===== config.mk =====
export PLATFORM = sky130hd
export DESIGN_NAME = stop_and_wait_sender_loss_window
export DESIGN_NICKNAME = d
export VERILOG_FILES = /design/src/rtl/swsl_pkg.sv /design/src/rtl/stop_and_wait_sender_loss_window.sv
export VERILOG_INCLUDE_DIRS = /design/src /design/src/rtl
export SDC_FILE = /design/constraint.sdc
export NUM_CORES = 1
export LEC_CHECK = 0
export BUFFER_PORTS_ARGS = -buffer_cell sky130_fd_sc_hd__buf_2
export CAP_MARGIN = 30
export CORE_ASPECT_RATIO = 1.1
export CORE_MARGIN = 5
export CORE_UTILIZATION = 55
export DETAILED_ROUTE_END_ITERATION = 12
export GPL_ROUTABILITY_DRIVEN = 0
export PLACE_DENSITY = 0.81
export SYNTH_ARGS = -nofsm -noshare
export SYNTH_HDL_FRONTEND = slang
export SYNTH_SLANG_ARGS = --single-unit

===== constraint.sdc =====
create_clock -name clk -period 8.3 [get_ports clk]
set_input_delay 0.83 -clock clk [delete_from_list [all_inputs] [get_ports clk]]
set_output_delay 0.83 -clock clk [all_outputs]
set_load 0.005 [all_outputs]

===== src/rtl/stop_and_wait_sender_loss_window_defines.svh =====
// Assertion macros for the stop-and-wait sender.
// Included by the top level only; expects clk and rst in scope.
`ifndef STOP_AND_WAIT_SENDER_LOSS_WINDOW_DEFINES_SVH
`define STOP_AND_WAIT_SENDER_LOSS_WINDOW_DEFINES_SVH

// Same-cycle implication, checked outside reset.
`define SWSL_ASSERT_NOW(label, ante, cons, msg) \
  label: assert property (@(posedge clk) disable iff (rst) (ante) |-> (cons)) else $error(msg);

// Next-cycle implication, checked outside reset.
`define SWSL_ASSERT_NEXT(label, ante, cons, msg) \
  label: assert property (@(posedge clk) disable iff (rst) (ante) |=> (cons)) else $error(msg);

`endif


===== src/rtl/swsl_pkg.sv =====
// Types and constants for the stop-and-wait sender with a loss window.
// No dependencies.
package swsl_pkg;

  typedef enum logic [1:0] {
    FUNC_SEND    = 2'd0,
    FUNC_ACK     = 2'd1,
    FUNC_TIMEOUT = 2'd2,
    FUNC_NONE    = 2'd3
  } func_t;

  typedef enum logic [2:0] {
    ST_WAIT      = 3'd0,
    ST_DELIVERED = 3'd1,
    ST_ABANDONED = 3'd2,
    ST_FAILED    = 3'd3,
    ST_IGNORED   = 3'd4
  } status_t;

  typedef enum logic {
    REG_THRESHOLD  = 1'b0,
    REG_RESEND_CAP = 1'b1
  } reg_idx_t;

  localparam int          THR_W         = 7;
  localparam int          RETRY_W       = 8;
  localparam int          LOSS_CNT_W    = 5;
  // Wide enough for 16 losses * 100 and 127 * 16 window slots.
  localparam int          CMP_W         = 12;
  localparam logic [CMP_W-1:0] PCT_SCALE = 12'd100;
  localparam logic [THR_W-1:0]   THR_RESET   = 7'd10;
  localparam logic [RETRY_W-1:0] RETRY_RESET = 8'd100;

endpackage


===== src/rtl/stop_and_wait_sender_loss_window.sv =====
// Stop-and-wait sender, alternating sequence bit, partial reliability over a loss window.
// Uses swsl_pkg and stop_and_wait_sender_loss_window_defines.svh.
//
//   channel | direction | handshake            | payload
//   in      | input     | in_valid / in_stall  | func, ack_flag, ack_number
//   out     | output    | out_valid / out_stall| transmit, seq_bit, status, loss_count
//   cfg     | input     | APB psel / penable   | paddr, pwdata, prdata
//
// One transaction per cycle sustained while the output is not stalled. An event
// waits in the input register and its result is then loaded into the result register.
// The sender state advances as an event leaves the input register.
// rst is synchronous; it clears the sender state and restores register defaults.
// in_stall rises only while the input register is full and the result is held.
`include "stop_and_wait_sender_loss_window_defines.svh"

module stop_and_wait_sender_loss_window #(
  parameter int WINDOW_SLOTS = 10
) (
  input  logic        clk,
  input  logic        rst,
  input  logic        in_valid,
  output logic        in_stall,
  input  logic [1:0]  func,
  input  logic        ack_flag,
  input  logic        ack_number,
  output logic        out_valid,
  input  logic        out_stall,
  output logic        transmit,
  output logic        seq_bit,
  output logic [2:0]  status,
  output logic [4:0]  loss_count,
  input  logic        psel,
  input  logic        penable,
  input  logic        pwrite,
  input  logic [2:0]  paddr,
  input  logic [31:0] pwdata,
  output logic [31:0] prdata,
  output logic        pready
);

  localparam int SLOT_W = (WINDOW_SLOTS > 1) ? $clog2(WINDOW_SLOTS) : 1;
  localparam int CNT_W  = $clog2(WINDOW_SLOTS + 1);
  localparam logic [SLOT_W-1:0] LAST_SLOT = SLOT_W'(WINDOW_SLOTS - 1);
  localparam logic [swsl_pkg::CMP_W-1:0] WIN_SCALE =
    swsl_pkg::CMP_W'(WINDOW_SLOTS);

  // Configuration
  logic [swsl_pkg::THR_W-1:0]   loss_threshold_percent;
  logic [swsl_pkg::RETRY_W-1:0] resend_cap;
  swsl_pkg::reg_idx_t           reg_sel;
  logic                         cfg_write;

  // Input register
  logic                  s1_valid;
  swsl_pkg::func_t       s1_func;
  logic                  s1_ack_flag;
  logic                  s1_ack_number;
  logic                  in_accept;
  logic                  s1_move;

  // Sender state
  logic                        next_seq, next_seq_next;
  logic [WINDOW_SLOTS-1:0]     loss_marks, loss_marks_next;
  logic [SLOT_W-1:0]           slot_index, slot_index_next;
  logic [swsl_pkg::RETRY_W-1:0] resend_count, resend_count_next;
  logic                        awaiting_ack, awaiting_ack_next;

  logic                   transmit_next;
  swsl_pkg::status_t      status_next;
  logic [CNT_W-1:0]       count_next;
  logic [WINDOW_SLOTS-1:0] marks_lost;
  logic [CNT_W-1:0]       count_lost;
  logic                   good_ack;
  logic [swsl_pkg::CMP_W-1:0] loss_scaled;
  logic [swsl_pkg::CMP_W-1:0] thr_scaled;

  // ---------------------------------------------------------------- config
  assign pready    = 1'b1;
  assign reg_sel   = swsl_pkg::reg_idx_t'(paddr[2]);
  assign cfg_write = psel && penable && pwrite;

  always_ff @(posedge clk) begin
    if (rst) begin
      loss_threshold_percent <= swsl_pkg::THR_RESET;
      resend_cap             <= swsl_pkg::RETRY_RESET;
    end else if (cfg_write) begin
      unique case (reg_sel)
        swsl_pkg::REG_THRESHOLD:  loss_threshold_percent <= pwdata[swsl_pkg::THR_W-1:0];
        swsl_pkg::REG_RESEND_CAP: resend_cap             <= pwdata[swsl_pkg::RETRY_W-1:0];
        default: ;
      endcase
    end
  end

  always_comb begin
    unique case (reg_sel)
      swsl_pkg::REG_THRESHOLD:  prdata = 32'(loss_threshold_percent);
      swsl_pkg::REG_RESEND_CAP: prdata = 32'(resend_cap);
      default:                  prdata = '0;
    endcase
  end

  // -------------------------------------------------------------- handshake
  assign s1_move   = s1_valid && (!out_valid || !out_stall);
  assign in_stall  = s1_valid && !s1_move;
  assign in_accept = in_valid && !in_stall;

  always_ff @(posedge clk) begin
    if (rst) begin
      s1_valid  <= 1'b0;
      out_valid <= 1'b0;
    end else begin
      s1_valid  <= in_accept || (s1_valid && !s1_move);
      out_valid <= s1_move || (out_valid && out_stall);
    end
  end

  always_ff @(posedge clk) begin
    if (in_accept) begin
      s1_func       <= swsl_pkg::func_t'(func);
      s1_ack_flag   <= ack_flag;
      s1_ack_number <= ack_number;
    end
  end

  // ------------------------------------------------------------ decision
  assign good_ack = (s1_func == swsl_pkg::FUNC_ACK) && s1_ack_flag &&
                    (s1_ack_number == !next_seq);

  // Losses in the window once the current slot is marked lost
  always_comb begin
    marks_lost             = loss_marks;
    marks_lost[slot_index] = 1'b1;
    count_lost             = '0;
    for (int i = 0; i < WINDOW_SLOTS; i++) begin
      count_lost = count_lost + CNT_W'(marks_lost[i]);
    end
  end

  // floor(losses*100/W) < thr is the same test as losses*100 < thr*W
  assign loss_scaled = swsl_pkg::CMP_W'(count_lost) * swsl_pkg::PCT_SCALE;
  assign thr_scaled  = swsl_pkg::CMP_W'(loss_threshold_percent) * WIN_SCALE;

  always_comb begin
    next_seq_next     = next_seq;
    loss_marks_next   = loss_marks;
    slot_index_next   = slot_index;
    resend_count_next = resend_count;
    awaiting_ack_next = awaiting_ack;
    transmit_next     = 1'b0;
    status_next       = swsl_pkg::ST_IGNORED;

    case (s1_func)
      swsl_pkg::FUNC_SEND: begin
        if (!awaiting_ack) begin
          slot_index_next   = (slot_index == LAST_SLOT) ? '0 : slot_index + 1'b1;
          awaiting_ack_next = 1'b1;
          resend_count_next = '0;
          transmit_next     = 1'b1;
          status_next       = swsl_pkg::ST_WAIT;
        end
      end
      swsl_pkg::FUNC_ACK, swsl_pkg::FUNC_TIMEOUT: begin
        if (awaiting_ack) begin
          if (good_ack) begin
            next_seq_next               = !next_seq;
            loss_marks_next[slot_index] = 1'b0;
            awaiting_ack_next           = 1'b0;
            status_next                 = swsl_pkg::ST_DELIVERED;
          end else begin
            loss_marks_next[slot_index] = 1'b1;
            if (loss_scaled < thr_scaled) begin
              awaiting_ack_next = 1'b0;
              status_next       = swsl_pkg::ST_ABANDONED;
            end else if (resend_count >= resend_cap) begin
              awaiting_ack_next = 1'b0;
              status_next       = swsl_pkg::ST_FAILED;
            end else begin
              resend_count_next = resend_count + 1'b1;
              transmit_next     = 1'b1;
              status_next       = swsl_pkg::ST_WAIT;
            end
          end
        end
      end
      default: ;
    endcase
  end

  // Count losses in the window after this event's mark update
  always_comb begin
    count_next = '0;
    for (int i = 0; i < WINDOW_SLOTS; i++) begin
      count_next = count_next + CNT_W'(loss_marks_next[i]);
    end
  end

  always_ff @(posedge clk) begin
    if (rst) begin
      next_seq     <= 1'b0;
      loss_marks   <= '0;
      slot_index   <= '0;
      resend_count <= '0;
      awaiting_ack <= 1'b0;
    end else if (s1_move) begin
      next_seq     <= next_seq_next;
      loss_marks   <= loss_marks_next;
      slot_index   <= slot_index_next;
      resend_count <= resend_count_next;
      awaiting_ack <= awaiting_ack_next;
    end
  end

  // Result register: load as the event leaves the input register
  always_ff @(posedge clk) begin
    if (s1_move) begin
      transmit   <= transmit_next;
      seq_bit    <= next_seq_next;
      status     <= status_next;
      loss_count <= swsl_pkg::LOSS_CNT_W'(count_next);
    end
  end

  // ------------------------------------------------------------- checks
  `SWSL_ASSERT_NOW(a_stall_needs_item, in_stall, s1_valid, "input stalled with empty register")
  `SWSL_ASSERT_NOW(a_tx_only_waiting, out_valid && transmit,
                   status == swsl_pkg::ST_WAIT, "transmit without waiting status")
  `SWSL_ASSERT_NOW(a_count_in_window, out_valid,
                   loss_count <= 5'(WINDOW_SLOTS), "loss count exceeds window")
  `SWSL_ASSERT_NEXT(a_delivered_toggles, s1_move && status_next == swsl_pkg::ST_DELIVERED,
                    seq_bit != $past(next_seq), "delivery did not toggle sequence bit")

endmodule

==> results.py <==
metrics = {
    "status": {
        "status": "finished clean",
    },
    "logic_synthesis": {
        "ys_seq_elements": 54,
        "synthCells": 436,
        "netlist.area_leader.share": 0.2035,
        "yosysSeqAreaShare": 0.3002,
        "syn-cell-area_mm2": 0.004034,
        "syn_area_per_cell_um2": 9.252,
        "synth_cell_types": 53,
        "synth_common_cells": "ha_1, inv_1, dfxtp_1, nand2_1, nor2_1",
        "synthFlopType": "dfxtp_1",
        "yosysMostFrequentCell": "ha_1",
        "synth_top_cell_by_area": "dfxtp_1",
        "yosysWarningCount": 0,
        "async_reset_ff_frac": 0,
        "synth_area_leaders": "dfxtp_1, ha_1, edfxtp_1",
        "synth-edff-count": 13,
    },
    "place": {
        "numPortBuffers": 38,
        "dp_hpwl_um": 6275,
        "dpl_cell_area_mm2": 0.004161,
    },
    "worst_setup_path": {
        "reg2regPathDepth": 22,
        "cp_max_fo": 13,
        "worst-path-buf-inv": 4,
        "cpLargestDelayFamily": "adder cells",
        "end_kind": "flop",
        "critical_path.slowest_cell": "dfxtp_1",
        "cp.depth": 22,
        "critPathKind": "reg2reg",
        "critPathMostFrequentCell": "fa_1",
        "cp-start-kind": "flop",
        "path_cells": "nor2b_1, a21oi_1, fa_1, inv_1, fa_1, inv_1, fa_1, inv_1, ha_1, inv_1, fa_1, xnor2_1, ha_1, fa_1, a21oi_1, xnor2_1, ha_1, o21a_1, a21oi_1, nand4_1, nand4_1, o2bb2ai_1",
        "crit_path_max_incr_delay_ns": 0.60,
        "required_ns": 8.36,
        "worst_ep_arrival_time_ns": 6.56,
    },
    "timing": {
        "whs_ns": 0.4677,
        "hold_viol_final": 0,
        "tightest_slew_ns": 0.8228,
        "clock-skew-final_ns": 0.008909,
        "fin_crit_ns": 6.499,
        "fmax_mhz": 153.9,
        "rsz0062_at_grt": "no",
        "tns_ns": 0,
        "slew_violations": 0,
        "finalSetupViolCount": 0,
        "relSlewSlack": 0.4481,
        "post-route-period-util": 0.7830,
    },
    "route": {
        "wirelength_um": 8029,
        "ant_nets": 0,
        "viasPerCell": 5.658,
        "vias": 3123,
        "drtIter0Drc": 149,
        "post_drt_wl_per_cell_um": 14.55,
        "detail_route.first_pass.iterations": 4,
        "drc": 0,
    },
    "power": {
        "power_density_mw_per_mm2": 122.8,
        "vdd_drop_max_v": 0.00009162,
        "p_leak_nw": 1.959,
    },
    "global_routing": {
        "grt_pass1_wl_um": 13800,
        "grt_pass1_vias": 3110,
        "overflow": 0,
        "antenna_found_initial": 0,
        "track_usage": 0.1819,
        "grt_max_degree": 32,
    },
    "die": {
        "dieArea_mm2": 0.009149,
        "die_w_um": 91.66,
        "core_mm2": 0.007087,
        "start_util": 0.5692,
        "num_io_pins": 91,
        "rows": 32,
        "die_y_um": 99.82,
    },
    "clock_network": {
        "cts_tree": "done",
        "cts_buffers": 5,
        "cts-htree-levels": 2,
        "cts.repair.resized": 0,
        "cts_setup_buffers": 0,
        "clock-sinks": 54,
        "hold_buffers": 0,
        "path_clk_slew_ns": 0.10,
        "clk_path_buf_depth": 2,
        "clk_latency_ns": 0.32,
        "root_buffer": "clkbuf_8",
    },
    "cells_and_area": {
        "diodes": 0,
        "drive_above_1_share": 0.1520,
        "synthToLayoutAreaGrowth_pct": 5.335,
        "fin_area_mm2": 0.004249,
        "fill_cells": 618,
        "layout.nets": 570,
    },
    "min_path": {
        "hp-class": "reg2reg",
        "hold_path_depth": 2,
    },
    "run": {
        "max_cap_viol_count": 0,
    },
}
==> worst min-delay path: cells and delay by family, from the launching register on <==
| kind | cells | cell delay (ns) |
|---|---|---|
| flip-flops | 1 | 0.32 |
| AND/OR/NAND/NOR | 1 | 0.05 |
| AO/OA/AOI/OAI | 1 | 0.05 |
==> per-stage QoR <==
stage	utilization	total power, mW	std cells	worst slack (ns)
global route	0.5996	0.5467	552	1.333
detailed placement	0.5872	0.3747	544	1.839
finish	0.5996	0.5217	552	1.801
global placement	0.5872	0.3713	544	1.880
CTS	0.5996	0.5253	552	1.792
floorplan	-	0.3579	460	2.504
==> state kept, by name, indices dropped and copies added (netlist names) <==
register,flops
s1_ack_flag,1
loss_count,4
seq_bit,1
out_valid,1
s1_valid,1
next_seq,1
transmit,1
slot_index,4
resend_count,8
resend_cap,8
s1_func,2
loss_threshold_percent,7
loss_marks,10
awaiting_ack,1
s1_ack_number,1
status,3
==> report_power, final <==
group	switching, mW	internal [mW]
logic	0.0558	0.0323
registers	0.00510	0.276
clock network	0.0928	0.0597
total	0.154	0.368
==> per-layer routing <==
layer  GRT usage  vias up  wire length (µm)
met1      0.2157     1501              3344
li1            -     1535                 -
met3     0.02624       11               364
met4     0.04640        0                87
met2      0.3429       76              4233
met5           0        -                 0
==> cell usage in the layout (no fill, tap or decap), types with 3 or more instances in the layout <==
cell type / n
nand4_1: 7
dfxtp_1: 41
ha_1: 44
a41oi_1: 8
buf_2: 38
nand2b_1: 6
conb_1: 26
a211o_1: 3
nor2b_1: 9
edfxtp_1: 13
inv_1: 42
mux2_2: 17
mux2i_1: 13
o211ai_1: 5
and3_1: 4
o21a_1: 3
xnor2_1: 5
a21oi_1: 25
a21o_1: 7
clkbuf_8: 5
fa_1: 14
o21ai_0: 8
nand3_1: 9
nor2_1: 32
xor2_1: 6
nand2_1: 36
a31oi_1: 9
nor3_1: 4
==> layout make-up <==
cell class	instances	area, µm²	area share
clock buffer	5	68.82	0.01620
clock inverter	3	18.77	0.004417
inverter	43	161.4	0.03799
multi-input combinational	324	2492	0.5866
sequential	54	1211	0.2850
tap	85	106.4	0.02503
timing repair buffer	38	190.2	0.04476
==> worst paths after layout <==
path / endpoint / from / slack, ns
setup / recovery: transmit / slot_index[0] / 1.80
hold / removal: resend_cap[7] / resend_cap[7] / 0.47
setup reg to reg: transmit / slot_index[0] / 1.80
hold reg to reg: resend_cap[7] / resend_cap[7] / 0.47
==> logic make-up (layout without fill, tap and decap cells) <==
family,after synthesis,count (layout),synth area share
simple gates,119,119,0.1452
buf+inv,82,89,0.1042
compound gates,80,80,0.1390
fa+ha+maj,58,58,0.2060
flops,54,54,0.3002
mux,30,30,0.07971
xor+xnor,11,11,0.02388
other cells,2,26,0.001862
Power figures use the tool's default switching activity.
